**config.mk**
```make
export PLATFORM = sky130hd
export DESIGN_NAME = ir_proximity_sequencer
export DESIGN_NICKNAME = d
export VERILOG_FILES = /design/src/rtl/core/irps_pkg.sv /design/src/rtl/core/irps_classify.sv /design/src/rtl/core/ir_proximity_sequencer.sv
export SDC_FILE = /design/constraint.sdc
export NUM_CORES = 1
export LEC_CHECK = 0
export BUFFER_PORTS_ARGS = -buffer_cell sky130_fd_sc_hd__buf_4
export CORE_ASPECT_RATIO = 1.4
export CORE_MARGIN = 5
export CORE_UTILIZATION = 30
export DETAILED_ROUTE_END_ITERATION = 8
export GPL_ROUTABILITY_DRIVEN = 0
export GPL_TIMING_DRIVEN = 0
export RECOVER_POWER = 25
export SLEW_MARGIN = 0
export SYNTH_ARGS = -nofsm -noshare
export SYNTH_HDL_FRONTEND = slang
export SYNTH_HIERARCHICAL = 1
export SYNTH_SLANG_ARGS = --single-unit
export TNS_END_PERCENT = 20
```
**constraint.sdc**
```tcl
create_clock -name clk -period 6.7 [get_ports clk]
set_input_delay 1.005 -clock clk [delete_from_list [all_inputs] [get_ports clk]]
set_output_delay 1.005 -clock clk [all_outputs]
set_load 0.005 [all_outputs]
```
**src/rtl/core/irps_pkg.sv**
```systemverilog
// Package for the IR proximity sequencer: widths, payload word types, codes
// and the control group passed to the classifier. No dependencies.
`timescale 1ns / 1ps

package irps_pkg;

	localparam int WINDOW_DEPTH = 8;
	localparam int WARMUP_TICKS = 4;

	localparam int SAMPLE_W = 10;
	localparam int THRESH_W = 13;
	localparam int LEVEL_W  = 2;
	localparam int CFG_IDX_W = 2;

	localparam int SLOT_W    = $clog2(WINDOW_DEPTH);
	localparam int TOTAL_W   = SAMPLE_W + $clog2(WINDOW_DEPTH);
	localparam int CMP_W     = (TOTAL_W > THRESH_W) ? TOTAL_W : THRESH_W;
	localparam int WARM_W    = (WARMUP_TICKS > 0) ? $clog2(WARMUP_TICKS + 1) : 1;
	localparam int ADDR_W    = SLOT_W + 2;
	localparam int MEM_DEPTH = 3 << SLOT_W;

	// Window selector; it also forms the upper bits of the memory address.
	typedef enum logic [1:0] {
		KIND_FAR  = 2'd0,
		KIND_OFF  = 2'd1,
		KIND_NEAR = 2'd2,
		KIND_NONE = 2'd3
	} kind_t;

	localparam logic [LEVEL_W-1:0] LEVEL_OFF         = 2'd0;
	localparam logic [LEVEL_W-1:0] LEVEL_APPROACHING = 2'd1;
	localparam logic [LEVEL_W-1:0] LEVEL_ON          = 2'd2;
	localparam logic [LEVEL_W-1:0] LEVEL_SATURATED   = 2'd3;

	localparam logic [CFG_IDX_W-1:0] REG_FAR_THRESHOLD    = 2'd0;
	localparam logic [CFG_IDX_W-1:0] REG_SIMPLE_THRESHOLD = 2'd1;
	localparam logic [CFG_IDX_W-1:0] REG_SAT_THRESHOLD    = 2'd2;

	localparam logic [THRESH_W-1:0] FAR_THRESHOLD_RST    = 13'd80;
	localparam logic [THRESH_W-1:0] SIMPLE_THRESHOLD_RST = 13'd240;
	localparam logic [THRESH_W-1:0] SAT_THRESHOLD_RST    = 13'd6960;

	typedef struct packed {
		logic [SAMPLE_W-1:0] adc_sample;
		logic                differential_mode;
	} in_t;

	typedef struct packed {
		logic               far_led_on;
		logic               near_led_on;
		logic               thermistor_selected;
		logic [LEVEL_W-1:0] proximity_level;
	} out_t;

	typedef struct packed {
		logic differential;
		logic running;
	} cls_ctrl_t;

endpackage

```
**src/rtl/core/irps_classify.sv**
```systemverilog
// Two-stage proximity classifier: ambient correction and saturation check,
// then the threshold and near/far ratio tests. Depends on irps_pkg.
`timescale 1ns / 1ps

module irps_classify (
	input  logic                             clk,
	input  logic                             adv,
	input  irps_pkg::cls_ctrl_t              ctrl,
	input  logic [irps_pkg::TOTAL_W-1:0]     far_total,
	input  logic [irps_pkg::TOTAL_W-1:0]     off_total,
	input  logic [irps_pkg::TOTAL_W-1:0]     near_total,
	input  logic [irps_pkg::THRESH_W-1:0]    far_threshold,
	input  logic [irps_pkg::THRESH_W-1:0]    simple_near_threshold,
	input  logic [irps_pkg::THRESH_W-1:0]    saturation_threshold,
	output logic [irps_pkg::LEVEL_W-1:0]     level
);

	logic [irps_pkg::CMP_W-1:0] far_x, near_x, sat_x;
	logic                       sat_d;
	logic [irps_pkg::TOTAL_W-1:0] near_c, far_c;

	irps_pkg::cls_ctrl_t          ctrl_s3;
	logic                         sat_s3;
	logic [irps_pkg::TOTAL_W-1:0] near_s3, far_s3;

	logic [irps_pkg::CMP_W-1:0]   near_e, far_e, far_th_x, simple_th_x;
	logic [irps_pkg::TOTAL_W+2:0] near6, far5;
	logic                         far_ok;

	always_comb begin
		far_x  = irps_pkg::CMP_W'(far_total);
		near_x = irps_pkg::CMP_W'(near_total);
		sat_x  = irps_pkg::CMP_W'(saturation_threshold);
		sat_d  = (near_x >= sat_x) || (far_x >= sat_x);
		near_c = (near_total > off_total) ? near_total - off_total : '0;
		far_c  = (far_total > off_total) ? far_total - off_total : '0;
	end

	always_ff @(posedge clk) begin
		if (adv) begin
			ctrl_s3 <= ctrl;
			sat_s3  <= sat_d;
			near_s3 <= near_c;
			far_s3  <= far_c;
		end
	end

	always_comb begin
		near_e      = irps_pkg::CMP_W'(near_s3);
		far_e       = irps_pkg::CMP_W'(far_s3);
		far_th_x    = irps_pkg::CMP_W'(far_threshold);
		simple_th_x = irps_pkg::CMP_W'(simple_near_threshold);
		// Ratio test 6*near >= 5*far done with shifts and adds.
		near6  = ((irps_pkg::TOTAL_W+3)'(near_s3) << 2) + ((irps_pkg::TOTAL_W+3)'(near_s3) << 1);
		far5   = ((irps_pkg::TOTAL_W+3)'(far_s3) << 2) + (irps_pkg::TOTAL_W+3)'(far_s3);
		far_ok = far_e >= far_th_x;
		if (!ctrl_s3.running) begin
			level = irps_pkg::LEVEL_OFF;
		end else if (sat_s3) begin
			level = irps_pkg::LEVEL_SATURATED;
		end else if (!ctrl_s3.differential) begin
			level = (near_e >= simple_th_x) ? irps_pkg::LEVEL_ON : irps_pkg::LEVEL_OFF;
		end else if (far_ok && (near_s3 > far_s3)) begin
			level = irps_pkg::LEVEL_ON;
		end else if (far_ok && (near6 >= far5)) begin
			level = irps_pkg::LEVEL_APPROACHING;
		end else begin
			level = irps_pkg::LEVEL_OFF;
		end
	end

endmodule

```
**src/rtl/core/ir_proximity_sequencer.sv**
```systemverilog
// Top level of the IR proximity sequencer: phase sequencing, sample window
// memory with running sums, and the output register. Uses irps_pkg, irps_classify.
`timescale 1ns / 1ps

// Channel   Direction  Word                 Handshake
// in        input      irps_pkg::in_t       in_valid / in_ready
// out       output     irps_pkg::out_t      out_valid / out_ready
// cfg       input      index + 13-bit data  cfg_valid / cfg_ready (always ready)
//
// One tick is accepted per cycle while no result waits at the output; out_valid rises once
// the tick has moved through the stage registers and into the output register.
// The window samples sit in one synchronous memory, read on acceptance and written
// back from stage 1, so the running sums keep pace at one tick a cycle while the pipeline is not held.
// Reset clears the phase, warm-up count, LED and select state, the sums and
// the per-entry valid bits, so the windows read as zero without a clearing pass.
// The whole pipeline holds while a result waits at the output.

module ir_proximity_sequencer (
	input  logic                              clk,
	input  logic                              arst_n,
	input  logic                              in_valid,
	output logic                              in_ready,
	input  irps_pkg::in_t                     in_data,
	output logic                              out_valid,
	input  logic                              out_ready,
	output irps_pkg::out_t                    out_data,
	input  logic                              cfg_valid,
	output logic                              cfg_ready,
	input  logic [irps_pkg::CFG_IDX_W-1:0]    cfg_index,
	input  logic [irps_pkg::THRESH_W-1:0]     cfg_data
);

	logic adv, accept, running;

	logic [irps_pkg::THRESH_W-1:0] far_th_q, simple_th_q, sat_th_q;

	logic [3:0]                  phase_q;
	logic [irps_pkg::WARM_W-1:0] warm_q;
	logic                        far_led_q, near_led_q, therm_q;
	logic                        far_led_d, near_led_d, therm_d;
	logic [irps_pkg::SLOT_W-1:0] far_slot_q, off_slot_q, near_slot_q;
	logic [irps_pkg::SLOT_W-1:0] slot_sel, slot_next;
	irps_pkg::kind_t             file_kind;
	logic                        file_en;
	logic [irps_pkg::ADDR_W-1:0] rd_addr;

	logic [irps_pkg::SAMPLE_W-1:0] mem [irps_pkg::MEM_DEPTH];
	logic [irps_pkg::MEM_DEPTH-1:0] entry_vld_q;

	// Stage 1: old window entry is back from memory.
	logic                          valid_s1, file_s1, rd_vld_s1;
	irps_pkg::kind_t               kind_s1;
	logic [irps_pkg::ADDR_W-1:0]   addr_s1;
	logic [irps_pkg::SAMPLE_W-1:0] sample_s1, rd_s1, old_s1;
	irps_pkg::cls_ctrl_t           ctrl_s1;
	logic [2:0]                    leds_s1;
	logic [irps_pkg::TOTAL_W-1:0]  total_sel, total_new;

	logic [irps_pkg::TOTAL_W-1:0] far_total_q, off_total_q, near_total_q;

	// Stage 2 reads the updated sums; stage 3 sits inside the classifier.
	logic                 valid_s2, valid_s3;
	irps_pkg::cls_ctrl_t  ctrl_s2;
	logic [2:0]           leds_s2, leds_s3;
	logic [irps_pkg::LEVEL_W-1:0] level;

	logic           out_valid_q;
	irps_pkg::out_t out_data_q;

	assign adv       = !out_valid_q || out_ready;
	assign in_ready  = adv;
	assign accept    = in_valid && adv;
	assign cfg_ready = 1'b1;
	assign out_valid = out_valid_q;
	assign out_data  = out_data_q;
	assign running   = warm_q >= irps_pkg::WARM_W'(irps_pkg::WARMUP_TICKS);

	always_comb begin
		file_kind  = irps_pkg::KIND_NONE;
		far_led_d  = far_led_q;
		near_led_d = near_led_q;
		therm_d    = therm_q;
		case (phase_q)
			4'd0, 4'd4, 4'd8: begin
				far_led_d = 1'b0;
			end
			4'd1, 4'd5, 4'd9: begin
				file_kind  = irps_pkg::KIND_FAR;
				near_led_d = 1'b1;
			end
			4'd2, 4'd6: begin
				file_kind  = irps_pkg::KIND_OFF;
				near_led_d = 1'b0;
			end
			4'd3, 4'd7: begin
				file_kind = irps_pkg::KIND_NEAR;
				far_led_d = 1'b1;
			end
			4'd10: begin
				file_kind  = irps_pkg::KIND_OFF;
				near_led_d = 1'b0;
				therm_d    = 1'b1;
			end
			4'd11: begin
				file_kind = irps_pkg::KIND_NEAR;
			end
			4'd14: begin
				therm_d = 1'b0;
			end
			4'd15: begin
				far_led_d = 1'b1;
			end
			default: begin
			end
		endcase
		file_en = running && (file_kind != irps_pkg::KIND_NONE);
		case (file_kind)
			irps_pkg::KIND_FAR:  slot_sel = far_slot_q;
			irps_pkg::KIND_OFF:  slot_sel = off_slot_q;
			irps_pkg::KIND_NEAR: slot_sel = near_slot_q;
			default:             slot_sel = '0;
		endcase
		slot_next = (slot_sel == irps_pkg::SLOT_W'(irps_pkg::WINDOW_DEPTH - 1)) ?
			'0 : slot_sel + 1'b1;
		rd_addr = {file_kind, slot_sel};
	end

	always_comb begin
		old_s1 = rd_vld_s1 ? rd_s1 : '0;
		case (kind_s1)
			irps_pkg::KIND_FAR:  total_sel = far_total_q;
			irps_pkg::KIND_OFF:  total_sel = off_total_q;
			irps_pkg::KIND_NEAR: total_sel = near_total_q;
			default:             total_sel = '0;
		endcase
		// The outgoing sample is part of the sum, so the difference cannot go negative.
		total_new = total_sel - irps_pkg::TOTAL_W'(old_s1) + irps_pkg::TOTAL_W'(sample_s1);
	end

	// Window memory: read on acceptance, written back from stage 1. Two ticks in
	// a row never file into the same window, so a read never meets a pending write.
	always_ff @(posedge clk) begin
		if (accept && file_en) begin
			rd_s1 <= mem[rd_addr];
		end
		if (adv && valid_s1 && file_s1) begin
			mem[addr_s1] <= sample_s1;
		end
	end

	always_ff @(posedge clk) begin
		if (accept) begin
			file_s1   <= file_en;
			kind_s1   <= file_kind;
			addr_s1   <= rd_addr;
			sample_s1 <= in_data.adc_sample;
			rd_vld_s1 <= file_en && entry_vld_q[rd_addr];
			ctrl_s1   <= '{differential: in_data.differential_mode, running: running};
			leds_s1   <= {far_led_d, near_led_d, therm_d};
		end
		if (adv) begin
			ctrl_s2 <= ctrl_s1;
			leds_s2 <= leds_s1;
			leds_s3 <= leds_s2;
			out_data_q <= '{far_led_on: leds_s3[2], near_led_on: leds_s3[1],
				thermistor_selected: leds_s3[0], proximity_level: level};
		end
	end

	always_ff @(posedge clk or negedge arst_n) begin
		if (!arst_n) begin
			far_th_q     <= irps_pkg::FAR_THRESHOLD_RST;
			simple_th_q  <= irps_pkg::SIMPLE_THRESHOLD_RST;
			sat_th_q     <= irps_pkg::SAT_THRESHOLD_RST;
			phase_q      <= '0;
			warm_q       <= '0;
			far_led_q    <= 1'b0;
			near_led_q   <= 1'b0;
			therm_q      <= 1'b0;
			far_slot_q   <= '0;
			off_slot_q   <= '0;
			near_slot_q  <= '0;
			entry_vld_q  <= '0;
			far_total_q  <= '0;
			off_total_q  <= '0;
			near_total_q <= '0;
			valid_s1     <= 1'b0;
			valid_s2     <= 1'b0;
			valid_s3     <= 1'b0;
			out_valid_q  <= 1'b0;
		end else begin
			if (cfg_valid) begin
				case (cfg_index)
					irps_pkg::REG_FAR_THRESHOLD:    far_th_q    <= cfg_data;
					irps_pkg::REG_SIMPLE_THRESHOLD: simple_th_q <= cfg_data;
					irps_pkg::REG_SAT_THRESHOLD:    sat_th_q    <= cfg_data;
					default: begin
					end
				endcase
			end
			if (accept) begin
				phase_q    <= phase_q + 1'b1;
				far_led_q  <= far_led_d;
				near_led_q <= near_led_d;
				therm_q    <= therm_d;
				if (!running) begin
					warm_q <= warm_q + 1'b1;
				end
				if (file_en) begin
					case (file_kind)
						irps_pkg::KIND_FAR:  far_slot_q  <= slot_next;
						irps_pkg::KIND_OFF:  off_slot_q  <= slot_next;
						irps_pkg::KIND_NEAR: near_slot_q <= slot_next;
						default: begin
						end
					endcase
				end
			end
			if (adv) begin
				valid_s1    <= in_valid;
				valid_s2    <= valid_s1;
				valid_s3    <= valid_s2;
				out_valid_q <= valid_s3;
				if (valid_s1 && file_s1) begin
					entry_vld_q[addr_s1] <= 1'b1;
					case (kind_s1)
						irps_pkg::KIND_FAR:  far_total_q  <= total_new;
						irps_pkg::KIND_OFF:  off_total_q  <= total_new;
						irps_pkg::KIND_NEAR: near_total_q <= total_new;
						default: begin
						end
					endcase
				end
			end
		end
	end

	irps_classify u_classify (
		.clk                   (clk),
		.adv                   (adv),
		.ctrl                  (ctrl_s2),
		.far_total             (far_total_q),
		.off_total             (off_total_q),
		.near_total            (near_total_q),
		.far_threshold         (far_th_q),
		.simple_near_threshold (simple_th_q),
		.saturation_threshold  (sat_th_q),
		.level                 (level)
	);

endmodule

```
-- Word-level counts from Yosys, hierarchy flattened
Memories as Yosys holds them, arrays and structs flattened. A register that Yosys moved wholly into a read port is not among the register bits.
Index checks and enable logic that the tools add are counted.
- equality and inequality tests: 21
- multiply operators: 0
- div/mod/pow operators: 0
- shift-type cells: 0
- bitwise operators: 2
- reductions and logical operators: 33
- multiplexer cells: 19
- add/sub/neg operators: 9
- $lt $le $gt $ge: 12
- operator list (operator ; count):
    $ge A13 B13 Y1 ; 4
    $gt A13 B13 Y1 ; 3
    $pmux W13 S3 ; 1
    $sub A13 B13 Y13 ; 2
    $eq A4 B4 Y1 const B ; 6
    $or A24 B24 Y24 ; 1
    $reduce_and A3 Y1 ; 6
    $add A15 B13 Y16 ; 1
    $add A15 B14 Y16 ; 1
    $eq A4 B3 Y1 const B ; 4
    $ge A16 B16 Y1 ; 1
    $reduce_or A3 Y1 ; 5
    $add A13 B10 Y13 ; 1
    $sub A13 B10 Y13 ; 1
    $lt A5 B6 Y1 const B ; 2
    $logic_and A1 B1 Y1 ; 10
    $mux W10 ; 1
    $reduce_and A2 Y1 ; 5
    $pmux W3 S3 ; 1
    $eq A4 B2 Y1 const B ; 2
    $mux W2 ; 4
    $add A3 B1 Y3 const B ; 2
    $eq A2 B1 Y1 const B ; 3
    $eq A2 B2 Y1 const B ; 3
    17 further kinds ; 26
- bits in writable memories: 240
- bits in latches: 0
- input bits: 31
- output and inout bits: 8
- logic and storage cells: 137
- bits in registers: 191
- ROM bits: 0
- memories kept: 1
- memory list (memory ; depth ; width ; read ports ; clocked after Yosys merged registers in ; write ports ; line ; source):
    mem ; 24 ; 10 ; 1 ; 1 ; 1 ; ir_proximity_sequencer.sv:47 ; logic [irps_pkg::SAMPLE_W-1:0] mem [irps_pkg::MEM_DEPTH];

-- Longest topological paths before layout
Gate-level depths: netlist (run 1).
- depth in word-level cells: 8
- gate-level depth with buffers: 16
- depth with buffers taken out: 16

-- Hierarchy
The synthesis (run 1) kept the hierarchy.
- by module, submodules not included (module ; cells each ; times used ; area an instance (um2)):
    ir_proximity_sequencer ; 1212 ; 1 ; 16958.8
    irps_classify ; 585 ; 1 ; 4969.8

-- Least setup slack after synthesis (run 1)
No wires, ideal clock.
- path kind: input-to-reg
- start point: in out_ready
- end point: mem mem[21][0] (netlist name), enable pin
- path slack: 2421 ps
- required time: 6323 ps
- cell stages on the path: 6
- path buffers: 2
- data arrival time: 3901 ps
- library setup time: 377 ps
- cell sequence: nand2b_1 -> clkbuf_1 -> nand3_1 -> or3b_1 -> clkbuf_1 -> nor2_1
- cells in the longest elaborated chain, start to end: 5
- RTL lines (item ; line ; source):
    start, declared ; ir_proximity_sequencer.sv:25 ; input logic out_ready,
    $logic_or A1 B1 Y1 ; ir_proximity_sequencer.sv:70 ; assign adv = !out_valid_q || out_ready;
    net in_ready ; ir_proximity_sequencer.sv:22 ; output logic in_ready,
    $logic_and A1 B1 Y1 (2 in a row) ; ir_proximity_sequencer.sv:146 ; if (adv && valid_s1 && file_s1) begin
    $mux W1 ; ir_proximity_sequencer.sv:146 ;
    $mux W1 (not written as such) ; ir_proximity_sequencer.sv:147 ; mem[addr_s1] <= sample_s1;
    end, declared ; ir_proximity_sequencer.sv:47 ;
The timed path passes the listed nets, and every way through them passes these cells.

-- Worst setup path after layout (run 1)
- start point: reg u_classify.near_s3 (netlist bit u_classify/near_e[1])
- end point: reg out_data_q (netlist bit out_data[0]), data pin
- cells in the longest elaborated chain, start to end: 7
- elaborated cells on any way between the ends: 9
- those cells by class: add/sub: 1; order compare: 2; mux: 4; reduce/logical: 2
- RTL lines (item ; line ; source):
    start, declared ; irps_classify.sv:24 ; logic [irps_pkg::TOTAL_W-1:0] near_s3, far_s3;
    start signal, assigned ; irps_classify.sv:43 ; near_s3 <= near_c;
    $add A15 B14 Y16 ; irps_classify.sv:54 ; near6 = ((irps_pkg::TOTAL_W+3)'(near_s3) << 2) + ((irps_pkg::TOTAL_W+3)'(near_s3) << 1);
    $ge A16 B16 Y1 ; irps_classify.sv:65 ; end else if (far_ok && (near6 >= far5)) begin
    $logic_and A1 B1 Y1 ; irps_classify.sv:65 ;
    $mux W1 ; irps_classify.sv:65 ;
    $mux W2 * ; irps_classify.sv:63 ; end else if (far_ok && (near_s3 > far_s3)) begin
    $mux W2 * ; irps_classify.sv:61 ; end else if (!ctrl_s3.differential) begin
    $mux W2 * ; irps_classify.sv:59 ; end else if (sat_s3) begin
    end signal, assigned ; ir_proximity_sequencer.sv:165 ; out_data_q <= '{far_led_on: leds_s3[2], near_led_on: leds_s3[1],
    end, declared ; ir_proximity_sequencer.sv:68 ; irps_pkg::out_t out_data_q;
Mark *: on every way between the ends. The rest lies on a longest branch, timed or not.
A chain may end at the register's enable or synchronous reset.

==> results of run 1 <==
==> kinds of logic after synthesis <==
family          Yosys count  share of synthesized area [%]
compound gates          289                          8.268
xor+xnor                 50                          1.997
fa+ha+maj               165                          9.894
buf+inv                 173                          3.355
flops                   439                          57.33
mux                     172                          8.268
other cells               1                        0.01710
simple gates            508                          10.87
==> metal layers <==
metal	global-route usage [%]	part of all wire, %	vias up	wire length [µm]
met5	0	0	-	0
met4	5.467	4.1	0	2164
met3	1.403	2.8	114	1466
met2	25.85	55	286	29110
met1	14.44	38	6826	20300
li1	-	-	6687	-
==> metrics by stage <==
stage	setup WS (ns)	cells	power, µW	hold WS (ns)	utilization, %
after floorplan	2.421	1797	8244	0.4003	-
after global placement	0.8144	2786	9753	0.4025	32.22
after detailed placement	2.170	2788	9913	0.4045	32.30
after CTS	2.147	2868	12480	0.3474	34.35
after global routing	1.542	2868	13290	0.4313	34.29
final	2.199	2868	12370	0.4189	34.29
==> power by group <==
group	internal [µW]	switching [µW]
Sequential	3570	467
Combinational	2430	3380
Clock	1500	1020
Total	7500	4870
==> sequential cells by signal, summed over array words and instances, names as in the netlist, 4 cells and up <==
| name | count |
|---|---|
| mem | 240 |
| sample_s1 | 10 |
| simple_th_q | 13 |
| sat_th_q | 13 |
| rd_s1 | 10 |
| off_total_q | 13 |
| phase_q | 4 |
| entry_vld_q | 24 |
| near_total_q | 13 |
| out_data | 5 |
| far_total_q | 13 |
| far_th_q | 13 |
| u_classify/far_e | 13 |
| u_classify/near_e | 13 |
==> worst paths after layout <==
kind / from / slack [ns] / depth (start not counted) / end
min: ctrl_s2[0]$_DFFE_PN_ / 0.42 / 0 / u_classify/ctrl_s3[0]$_DFFE_PP_
min reg2reg: ctrl_s2[0]$_DFFE_PN_ / 0.42 / 0 / u_classify/ctrl_s3[0]$_DFFE_PP_
min in group asynchronous: arst_n / 1.17 / 1 / entry_vld_q[6]$_DFFE_PN0P_
max in group asynchronous: arst_n / 2.35 / 2 / near_total_q[11]$_DFFE_PN0P_
max reg2reg: u_classify/near_e[1]$_SDFFCE_PP0P_ / 2.20 / 16 / out_data[0]$_DFFE_PN_
max: u_classify/near_e[1]$_SDFFCE_PP0P_ / 2.20 / 16 / out_data[0]$_DFFE_PN_
==> cell type report <==
type                            count  area (µm²)  share of cell area (%)
Clock buffer                       60        1201                   4.824
Buffer                             54       282.8                   1.136
Timing Repair Buffer               39       291.5                   1.171
Clock inverter                     20       291.5                   1.171
Multi-Input combinational cell   1185        8621                   34.62
Inverter                          119       446.7                   1.794
Tap cell                          952        1191                   4.784
Sequential cell                   439       12570                   50.50
==> critical path: stages (launching register included) <==
cell and delay (ns):
sky130_fd_sc_hd__edfxtp_1 0.51, sky130_fd_sc_hd__ha_1 0.28, sky130_fd_sc_hd__fa_1 0.41, sky130_fd_sc_hd__a21o_1 0.20, sky130_fd_sc_hd__a21oi_1 0.24, sky130_fd_sc_hd__o21ai_1 0.15
sky130_fd_sc_hd__o41a_1 0.40, sky130_fd_sc_hd__a21o_1 0.20, sky130_fd_sc_hd__a21oi_1 0.17, sky130_fd_sc_hd__xnor2_1 0.08, sky130_fd_sc_hd__ha_1 0.33, sky130_fd_sc_hd__a211oi_1 0.24
sky130_fd_sc_hd__o21ai_0 0.11, sky130_fd_sc_hd__a21oi_1 0.15, sky130_fd_sc_hd__nor2_1 0.06, sky130_fd_sc_hd__a2111oi_0 0.47, sky130_fd_sc_hd__o41ai_1 0.20
==> cell usage after synthesis, types with 8 or more instances <==
library cell / number / share of area [%]
sky130_fd_sc_hd__a21o_1: 29 / 0.99
sky130_fd_sc_hd__a21oi_1: 81 / 1.8
sky130_fd_sc_hd__and2_1: 9 / 0.26
sky130_fd_sc_hd__buf_2: 15 / 0.34
sky130_fd_sc_hd__buf_6: 8 / 0.41
sky130_fd_sc_hd__clkbuf_1: 23 / 0.39
sky130_fd_sc_hd__dfrtp_1: 113 / 13
sky130_fd_sc_hd__dfstp_2: 12 / 1.4
sky130_fd_sc_hd__edfxtp_1: 314 / 43
sky130_fd_sc_hd__fa_1: 14 / 1.3
sky130_fd_sc_hd__ha_1: 151 / 8.6
sky130_fd_sc_hd__inv_1: 115 / 2.0
sky130_fd_sc_hd__mux2_2: 71 / 3.6
sky130_fd_sc_hd__mux2i_1: 99 / 4.5
sky130_fd_sc_hd__nand2_1: 192 / 3.3
sky130_fd_sc_hd__nand2b_1: 11 / 0.31
sky130_fd_sc_hd__nand3_1: 63 / 1.4
sky130_fd_sc_hd__nand3b_1: 9 / 0.31
sky130_fd_sc_hd__nand4_1: 10 / 0.29
sky130_fd_sc_hd__nor2_1: 100 / 1.7
sky130_fd_sc_hd__nor2b_1: 16 / 0.46
sky130_fd_sc_hd__nor3_1: 27 / 0.62
sky130_fd_sc_hd__nor4_1: 16 / 0.46
sky130_fd_sc_hd__o21a_1: 11 / 0.38
sky130_fd_sc_hd__o21ai_0: 63 / 1.4
sky130_fd_sc_hd__o22ai_1: 41 / 1.2
sky130_fd_sc_hd__or2_1: 13 / 0.37
sky130_fd_sc_hd__or2_2: 12 / 0.34
sky130_fd_sc_hd__or3_1: 8 / 0.23
sky130_fd_sc_hd__xnor2_1: 37 / 1.5
sky130_fd_sc_hd__xor2_1: 13 / 0.52
==> results, run 1 <==
- The run finished, with violations left.
- The final reports fail on capacitance limit, slew limit.
- The total setup buffers inserted after CTS is 0.
- Yosys mapped the design onto 76 distinct sky130hd cell types.
- The post-synthesis sequential area ratio is 57.33%.
- The endpoint type of the worst setup path is a register.
- In this run the power density over the cells is 496.7 nW/µm².
- The timing-limited maximum frequency is 222.2 MHz.
- The via count of the first global-routing pass was 14604.
- In the layout the commonest cells are sky130_fd_sc_hd__edfxtp_1 (314), sky130_fd_sc_hd__nand2_1 (192), sky130_fd_sc_hd__ha_1 (151), sky130_fd_sc_hd__inv_1 (115), sky130_fd_sc_hd__dfrtp_1 (113).
- The die extent in x is 238.5 µm.
- The sum of negative setup slack is 0 ns.
- The total routed wirelength is 53040 µm.
- The count of nets left with antenna violations once routing finished came out at 0.
- The average instance in the mapped netlist occupies 12.20 µm².
- STA puts the critical path data required time at 6.96 ns.
- The detailed router finished its first iteration with 768 violations.
- The clock-pin slew reported for the worst setup and hold paths after clock tree synthesis is 0.06 ns.
- The leading cell type in the layout, fill and taps excluded is sky130_fd_sc_hd__edfxtp_1.
- Synthesis produced 1797 cells.
- The worst path needs 4.501 ns of the cycle, external delays included.
- The initialized floorplan defines 117 standard-cell rows.
- The count of boundary I/O pins is 39.
- In the final design database the tool counted 2078 nets.
- The data arrival time of the worst path is 4.76 ns.
- After synthesis the netlist holds a flip-flop and latch count of 439.
- The slew at the pin closest to its max-slew limit is 2.400 ns.
- The H-tree generated during clock tree synthesis spans 2 levels.
- VDD sags by at most 0.0002105 V.
- The number of hold violations in the final report is 0.
- The CTS root buffer is sky130_fd_sc_hd__clkbuf_16.
- The effective utilization at floorplan is 30.20%.
- The global-route wire length before repair is 81900 µm.
- Once the clock tree was built, the resizer swapped 0 gates to a different size.
- The final number of setup-violating endpoints is 0.
- In the routed layout, each cell is associated on average with a via count of 4.851.
- The max-slew violation total from the final report is 128.
- After synthesis, the share of flip-flops with an asynchronous set or reset is 28.47%.
- The post-detailed-route wirelength per cell is 18.50 µm.
- The die covers 78680 µm².
- Before antenna repair, the detailed router went through 5 iterations.
- The sum of net half-perimeters after detailed placement is 39540 µm.
- In this run the tightest slew margin relative to its limit is -60.01%.
- The CTS buffer count is 44.
- Setup repair after global routing left no endpoint under its margin.
- The post-synth net total is 1993.
- For the final database, setup skew stands at 0.03429 ns.
- At the later pin of the worst-skew pair, clock insertion delay measures 0.56 ns.
- The maximum fanout along the worst path is 5.
- The number of remaining DRC errors is 0.
- 0 antenna diodes ended up in the layout.
- The filler cells instantiated in the layout total 7230.
- The number of antenna violations at the first check in global routing is 4.
- The leakage power summed over all cells is 0.01020 µW.
- The clock passes through at most 3 buffers.
- The total vias in the final route is 13913.
- The worst setup path is launched from a register.
- The CTS tree is yes.
- Across the run, the number of max-cap violations was 2.
- After layout, the worst path uses 67.18% of the clock period.
- The startpoint-to-endpoint class of the critical path is register to register.
- The mapped netlist covers 21930 µm².
- The die is 329.9 µm tall.
- Of the cells placed in the final design, the portion with a size suffix greater than 1 is 12.42%.
- The pin count of the biggest net entering global routing is 85.
- The most used flip-flop cell after synthesis is sky130_fd_sc_hd__edfxtp_1.
- The port buffer count is 37.
- In this run, post-CTS hold repair placed 0 buffers.
- The final instance area is 24900 µm².
- Once placement finished, the instance area stood at 23450 µm².
- In this run, synthesis inferred 314 flip-flops with an integrated enable.
- The area growth from synthesis to layout is 13.54%.
- The area inside the core boundary is 72610 µm².
- The type of the tightest min-delay check is register to register.
- The count of yosys warnings during synthesis is 6.
- The number of clock sinks is 439.
- The total routing resource utilization after global routing is 13.25%.
- Summed over all layers, the global routing overflow is 0.
Note: power is estimated with default switching activity, not from simulation.
==> run 2: changes to the inputs <==
==> constraint.sdc (replaced) <==
create_clock -name clk -period 4.65 [get_ports clk]
set_input_delay 0.6975 -clock clk [delete_from_list [all_inputs] [get_ports clk]]
set_output_delay 0.6975 -clock clk [all_outputs]
set_load 0.005 [all_outputs]
==> run 2 against run 1 <==
  * The run still ends with capacitance limit, slew limit left
  * Power rose by 44%
  * Setup slack got worse by 1.9 ns
  * Final cell count did not move
  * Die area did not move
  * Flip-flop and latch count did not move
  * Sequential power rose by 44%
  * Largest power group unchanged
  * Register-to-register slack got worse by 1.9 ns
  * Count of clock-buffer cells in the layout did not move
  * Final area rose by 0.12%
  * First-iteration DRC count rose by 1.6%
  * Via count fell by 0.42%
==> results, run 2 (synthesis results as in run 1) <==
- Counting the fill cells in the layout gives 7227.
- Detailed routing inserted a total of 13855 vias.
- The tightest slew margin relative to the limit is -67.48%.
- The final reports fail on capacitance limit, slew limit.
- The minimum hold slack is 0.3289 ns.
- Entering global routing, the biggest net connects 85 pins.
- The number of instances resized during post-cts repair is 0.
- In this run, post-CTS hold repair placed 0 buffers.
- The port buffer count is 37.
- For this configuration, the core starts out at a cell density of 30.20%.
- The die covers 78680 µm².
- The maximum VDD drop is 0.0003032 V.
- The sum of net half-perimeters after detailed placement is 39540 µm.
- The number of cells on the worst reg-to-reg path is 14.
- The post-detailed-route via-to-cell ratio is 4.831.
- The detailed router finished its first iteration with 780 violations.
- At the pin with the least slew margin, the transition time is 2.512 ns.
- The number of inserted diodes is 0.
- After detailed routing, the number of remaining DRC violations is 0.
- The via count of the first global-routing pass is 14604.
- The final number of setup-violating endpoints is 0.
- The global-route wire length before repair is 81900 µm.
- The worst register-to-register path begins at kind_s1[0]$_DFFE_PP_.
- The final layout net count is 2078.
- The longest clock path from root to sink contains 3 buffers.
- The CTS tree is yes.
- Static timing analysis puts the maximum clock frequency at 229.8 MHz.
- The number of hold violations in the final report is 0.
- Leaving out fill and tap cells, the most frequent cells in the layout are sky130_fd_sc_hd__edfxtp_1 (314), sky130_fd_sc_hd__nand2_1 (192), sky130_fd_sc_hd__ha_1 (151), sky130_fd_sc_hd__inv_1 (115), sky130_fd_sc_hd__dfrtp_1 (113).
- The total power divided by cell area is 715.9 nW/µm².
- Across the routed clock network, the largest skew measured is 0.03302 ns.
- The worst hold path terminates at sample_s1[0]$_DFFE_PP_.
- The fraction of layout cells with a size suffix above 1 is 12.53%.
- The number of detailed-routing iterations run before antenna repair is 7.
- Across all setup checks in the final design, the least slack found is 0.2993 ns.
- The leading cell type in the layout, fill and taps excluded is sky130_fd_sc_hd__edfxtp_1.
- The time the worst path needs with I/O delays and setup is 4.351 ns.
- Of the total power, combinational logic draws 47.1%.
- Summing all non-filler instances in the final layout gives an area of 24930 µm².
- Prior to clock tree synthesis, the placed netlist has a worst setup slack of 0.1202 ns.
- In this run the worst path has a maximum fanout of 10.
- The CTS buffer count is 44.
- In this run the core area contains 117 standard-cell rows.
- The H-tree depth is 2.
- The total setup buffers inserted after CTS is 0.
- The launching element type of the critical path is a register.
- The most flop-heavy register is mem.
- Summing all placed instances gives a cell area of 23450 µm².
- Net switching is 39.37% of the power.
- The clock drives 439 sinks.
- Relative to the synthesized area, the layout overhead comes to 13.68%.
- The total congestion overflow after global routing is 0.
- STA classifies the critical path endpoint as a register.
- The total routed wirelength is 52970 µm.
- The share of power burned in registers is 32.6%.
- The endpoint identified for the worst register-to-register timing path is far_total_q[12]$_DFFE_PN0P_.
- Of the available clock period, the critical path in the final layout requires 93.56%.
- The post-detailed-route wirelength per cell is 18.47 µm.
- The multi-input combinational cells in the finished layout cover a total of 8627 µm².
- The required time at the worst-slack endpoint is 5.07 ns.
- Data on the critical path arrives at its endpoint at 4.77 ns.
- The overall power of the completed layout is 17840 µW.
- The power dissipated by switching net loads is 7025 µW.
- Across every metal layer, demand over resource in global routing totals 13.25%.
- The number of antenna violations at the first check in global routing is 4.
- In this run the vertical extent of the chip is 329.9 µm.
- Setup repair after global routing left no endpoint under its margin.
- The leakage power summed over all cells is 0.01021 µW.
- After clock tree synthesis, the clock-pin slew on the worst setup and hold paths is 0.06 ns.
- The flow ran to the end, but the final reports show violations.
- The internal power consumption is 10820 µW.
- The type of the tightest min-delay check is primary input to register.
- The area inside the core boundary is 72610 µm².
- The startpoint-to-endpoint class of the critical path is register to register.
- In this run the most critical hold path is launched from in_data[1].
- The register with the most flip-flops in the layout has 240 of them.
- The remaining antenna violation count is 0.
- In this run, the clock network consumes 20.4% of the power.
- The worst register-to-register path has a setup slack of 0.30 ns.
- Pin placement for this block handled 39 I/O pins.
- The die extent in x is 238.5 µm.
- In this run the clock root is driven by a sky130_fd_sc_hd__clkbuf_16.
- In the final layout, flip-flops and latches occupy 12570 µm².
- The max-slew violation total from the final report is 42.
- The largest registers in the layout are mem: 240 flops, entry_vld_q: 24 flops.
- The fraction of the core area covered by cells at the end of the flow is 34.33%.
- Clock latency on the worst-skew pair, taken at its later pin, is 0.56 ns.
- Along the worst hold path, the cell count comes to 1.
- The number of violations of the max-capacitance limit is 1.
## run 2: final cells by class
type                    count  area share [%]
plain buffers              54           1.139
clock buffers              60           4.819
clock inverters            20           1.170
inverters                 119           1.792
multi-input cells        1185           34.61
flip-flops and latches    439           50.43
well taps                 952           4.778
repair buffers             39           1.260
## run 2: stage by stage
stage               setup TNS, ns  instances
floorplan                       0       1797
global placement          -201.78       2786
detailed placement              0       2788
CTS                             0       2868
global route                    0       2868
finish                          0       2868
## run 2: worst max path at each step
stage | from | end | slack [ns] | cells after the start
after global placement | out_ready | phase_q[3]$_DFFE_PN0P_ | -0.93 | 8
after CTS | u_classify/near_e[1]$_SDFFCE_PP0P_ | out_data[0]$_DFFE_PN_ | 0.1 | 16
after global routing | kind_s1[0]$_DFFE_PP_ | far_total_q[12]$_DFFE_PN0P_ | 0.02 | 14
after detailed placement | u_classify/near_e[1]$_SDFFCE_PP0P_ | out_data[0]$_DFFE_PN_ | 0.12 | 16
final | kind_s1[0]$_DFFE_PP_ | far_total_q[12]$_DFFE_PN0P_ | 0.30 | 14
after floorplan | out_ready | mem[21][0]$_DFFE_PP_ | 0.68 | 6
## run 2: worst max-delay path: stages (launching register included)
cell and delay [ns]:
sky130_fd_sc_hd__edfxtp_1 0.33, sky130_fd_sc_hd__clkbuf_1 0.33, sky130_fd_sc_hd__nor2b_1 0.30, sky130_fd_sc_hd__clkbuf_1 0.45, sky130_fd_sc_hd__a21oi_1 0.18, sky130_fd_sc_hd__fa_1 0.50
sky130_fd_sc_hd__inv_1 0.07, sky130_fd_sc_hd__fa_1 0.46, sky130_fd_sc_hd__nand2_1 0.12, sky130_fd_sc_hd__a21oi_1 0.13, sky130_fd_sc_hd__o41ai_1 0.44, sky130_fd_sc_hd__o21ai_0 0.25
sky130_fd_sc_hd__o41ai_1 0.34, sky130_fd_sc_hd__xnor2_1 0.22, sky130_fd_sc_hd__o21ai_1 0.09
## run 2: power groups by stage
stage / Combinational, µW / Sequential, µW / Clock, µW
after floorplan: 6270 / 5610 / 0
after global placement: 8190 / 5860 / 0
after detailed placement: 8390 / 5900 / 0
after CTS: 8430 / 5820 / 3730
after global routing: 9370 / 5910 / 3900
final: 8400 / 5810 / 3630
## run 2: routing by layer
metal	GRT usage, %	wire length [µm]
met5	0	0
met4	5.467	2216
met3	1.403	1381
met2	25.85	29040
met1	14.44	20340
==> run 3: changes to the inputs <==
--- a/config.mk
+++ b/config.mk
@@ -6,7 +6,6 @@
 export NUM_CORES = 1
 export LEC_CHECK = 0
 export BUFFER_PORTS_ARGS = -buffer_cell sky130_fd_sc_hd__buf_4
-export CORE_ASPECT_RATIO = 1.4
 export CORE_MARGIN = 5
 export CORE_UTILIZATION = 30
 export DETAILED_ROUTE_END_ITERATION = 8
==> constraint.sdc (replaced) <==
create_clock -name clk -period 4.6 [get_ports clk]
set_input_delay 0.69 -clock clk [delete_from_list [all_inputs] [get_ports clk]]
set_output_delay 0.69 -clock clk [all_outputs]
set_load 0.005 [all_outputs]
==> run 3 against run 2 <==
  * The run still ends with capacitance limit, slew limit left
  * Final area is 0.17% lower
  * Sequential share of layout area is 0.084 points higher
  * First-iteration DRC count is 13% higher
  * Critical path type unchanged
  * Largest cell class unchanged
  * Highest routed layer unchanged
==> results, run 3 (synthesis results as in run 1) <==
- The run finished, with violations left.
- The checks that failed: capacitance limit, slew limit.
- The number of detailed-routing iterations run before antenna repair is 5.
- The insertion delay to the later sink of the worst-skew pair is 0.58 ns.
- The number of hold buffers added after CTS was 0.
- The vertical die dimension is 280.4 µm.
- The final non-filler cell total is 2877.
- The count of cells along the worst hold path is 1.
- The CTS tree is yes.
- Across all register-to-register paths, the minimum setup slack is 0.23 ns.
- The time the worst path needs with I/O delays and setup is 4.372 ns.
- The number of instances in the placed design is 2795.
- After global routing the overflow that remains totals 0.
- The data arrival time of the worst path is 4.67 ns.
- The max-slew violation total from the final report came to 44.
- Counting cells, the worst reg-to-reg path comes to 16.
- Setup repair after global routing could not meet its margin everywhere.
- The repair_antennas step left the layout with diodes totalling 0.
- The required time at the worst-slack endpoint is 4.90 ns.
- The tightest min-delay check is of the primary input to register type.
- The clock-pin slew reported for the worst setup and hold paths after clock tree synthesis is 0.06 ns.
- The number of antenna violations at the first check in global routing is 0.
- The area of the die is 78600 µm².
- The number of remaining DRC errors is 0.
- The maximum fanout along the worst path is 5.
- The library cell used most frequently in the layout, excluding fill and tap cells, is sky130_fd_sc_hd__edfxtp_1.
- The port buffer count is 37.
- After detailed routing, the total wire length is 51950 µm.
- The endpoint identified for the worst register-to-register timing path is out_data[0]$_DFFE_PN_.
- The H-tree depth is 2.
- The area inside the core boundary is 72710 µm².
- The worst reg2reg path startpoint is u_classify/near_e[1]$_SDFFCE_PP0P_.
- Setup violations remaining at the end of the flow were counted as 0.
- The detailed router placed 13992 vias in this run.
- In this run the static leakage power is 0.01018 µW.
- The number of hold violations in the final report is 0.
- IR analysis of the VDD net gives a maximum drop of 0.0004635 V.
- The number of instances resized during post-cts repair is 1.
- The minimum hold slack is 0.3048 ns.
- The die extent in x is 280.4 µm.
- The HPWL after detailed placement is 37700 µm.
- After the last flow step, the layout net total stands at 2079.
- The effective utilization at floorplan is 30.16%.
- The buffer levels on the longest clock path is 3.
- The total routing resource utilization after global routing is 12.98%.
- The pin count of the biggest net entering global routing is 83.
- The number of clock sinks is 439.
- The global-route wire length before repair is 80930 µm.
- The register with the most flip-flops in the layout has 240 of them.
- The total power divided by cell area is 720.2 nW/µm².
- The largest registers in the layout are mem: 240 flops, entry_vld_q: 24 flops.
- The via count of the first global-routing pass is 14440.
- The launching element type of the critical path is a register.
- Cells fill 34.23% of the core in the end.
- After detailed routing, the average wire length per cell comes to 18.06 µm.
- In this design, the stage delay of the slowest critical-path cell is 0.51 ns.
- The area of placed instances is 23460 µm².
- The root buffer cell chosen for the clock tree is sky130_fd_sc_hd__clkbuf_16.
- The timing-limited maximum frequency is 228.7 MHz.
- The remaining antenna violation count is 0.
- Cells with a size suffix above 1 make up 12.25% of the layout.
- The DRC marker count from the first detailed-route iteration is 882.
- The startpoint-to-endpoint class of the critical path is register to register.
- During I/O placement, the number of pins put on the boundary was 39.
- The endpoint of the worst hold-timing path is sample_s1[7]$_DFFE_PP_.
- The signal on the critical path passes through ha_1 -> fa_1 -> a21o_1 -> a21oi_1 -> o21ai_1 -> o41a_1 -> a21o_1 -> a21oi_1 -> xnor2_1 -> ha_1 -> a211oi_1 -> o21ai_0 -> a21oi_1 -> nor2_1 -> a2111oi_2 -> o41ai_1.
- The number of placement rows is 99.
- Measured against its own limit, the worst slew margin works out to -77.65%.
- The overall power of the completed layout is 17920 µW.
- The post-route fraction of the period consumed by the critical path is 95.05%.
- Max-cap violations in this run came to 1.
- On the final layout, the worst clock skew is 0.02300 ns.
- The most flop-heavy register is mem.
- The CTS buffer count is 45.
- The layout overhead on the synthesized area is 13.49%.
- The slew at the pin closest to its max-slew limit is 2.665 ns.
- In the layout the commonest cells are sky130_fd_sc_hd__edfxtp_1 (314), sky130_fd_sc_hd__nand2_1 (192), sky130_fd_sc_hd__ha_1 (151), sky130_fd_sc_hd__inv_1 (115), sky130_fd_sc_hd__dfrtp_1 (113).
- The most frequent cell on the critical path is sky130_fd_sc_hd__a21oi_1.
- The worst setup path is captured at a register.
- The final instance area is 24890 µm².
- The slowest cell on the critical path is sky130_fd_sc_hd__edfxtp_1.
- In this run the most critical hold path is launched from in_data[8].
- The post-detailed-route via-to-cell ratio is 4.863.
- The total setup buffers inserted after CTS is 0.
## run 3: final cells by class
type                    instances  area, µm²
fillers                      7079      47820
inverters                     119      446.7
well taps                     959       1200
repair buffers                 39      317.8
plain buffers                  54      284.0
multi-input cells            1185       8627
clock buffers                  72       1329
flip-flops and latches        439      12570
clock inverters                10      110.1
## run 3: per-stage QoR
stage	setup slack, ns	TNS (ns)
floorplan	0.6364	0
global placement	-1.071	-221.71
detailed placement	-0.08181	-0.08181
CTS	0.05193	0
global route	-0.01144	-0.01144
finish	0.2277	0
## run 3: routing by layer
metal	wire, µm	global-route usage [%]
met5	0	0
met4	1629	4.470
met3	2007	1.806
met2	25160	22.25
met1	23150	16.95
## run 3: where the power goes
group / leakage, µW / switching, µW / internal, µW / total (µW)
sequential: 0.00443 / 693 / 5190 / 5890
clock: 0.000700 / 1520 / 2050 / 3570
combinational: 0.00505 / 4900 / 3570 / 8460
total: 0.0102 / 7110 / 10800 / 17900
## run 3: how the worst max path moves through the flow
stage,start,to,slack (ns)
finish,u_classify/near_e[1]$_SDFFCE_PP0P_,out_data[0]$_DFFE_PN_,0.23
global route,u_classify/near_e[1]$_SDFFCE_PP0P_,out_data[0]$_DFFE_PN_,-0.01
CTS,u_classify/near_e[1]$_SDFFCE_PP0P_,out_data[0]$_DFFE_PN_,0.05
detailed placement,u_classify/near_e[1]$_SDFFCE_PP0P_,out_data[0]$_DFFE_PN_,-0.08
global placement,out_ready,phase_q[3]$_DFFE_PN0P_,-1.07
floorplan,out_ready,mem[21][0]$_DFFE_PP_,0.64
## run 3: critical path: cells and delay by family (launching register included)
family	cells	cell delay [ns]
compound gates	11	2.38
xor+xnor	1	0.15
fa+ha+maj	3	0.99
flops	1	0.51
simple gates	1	0.08
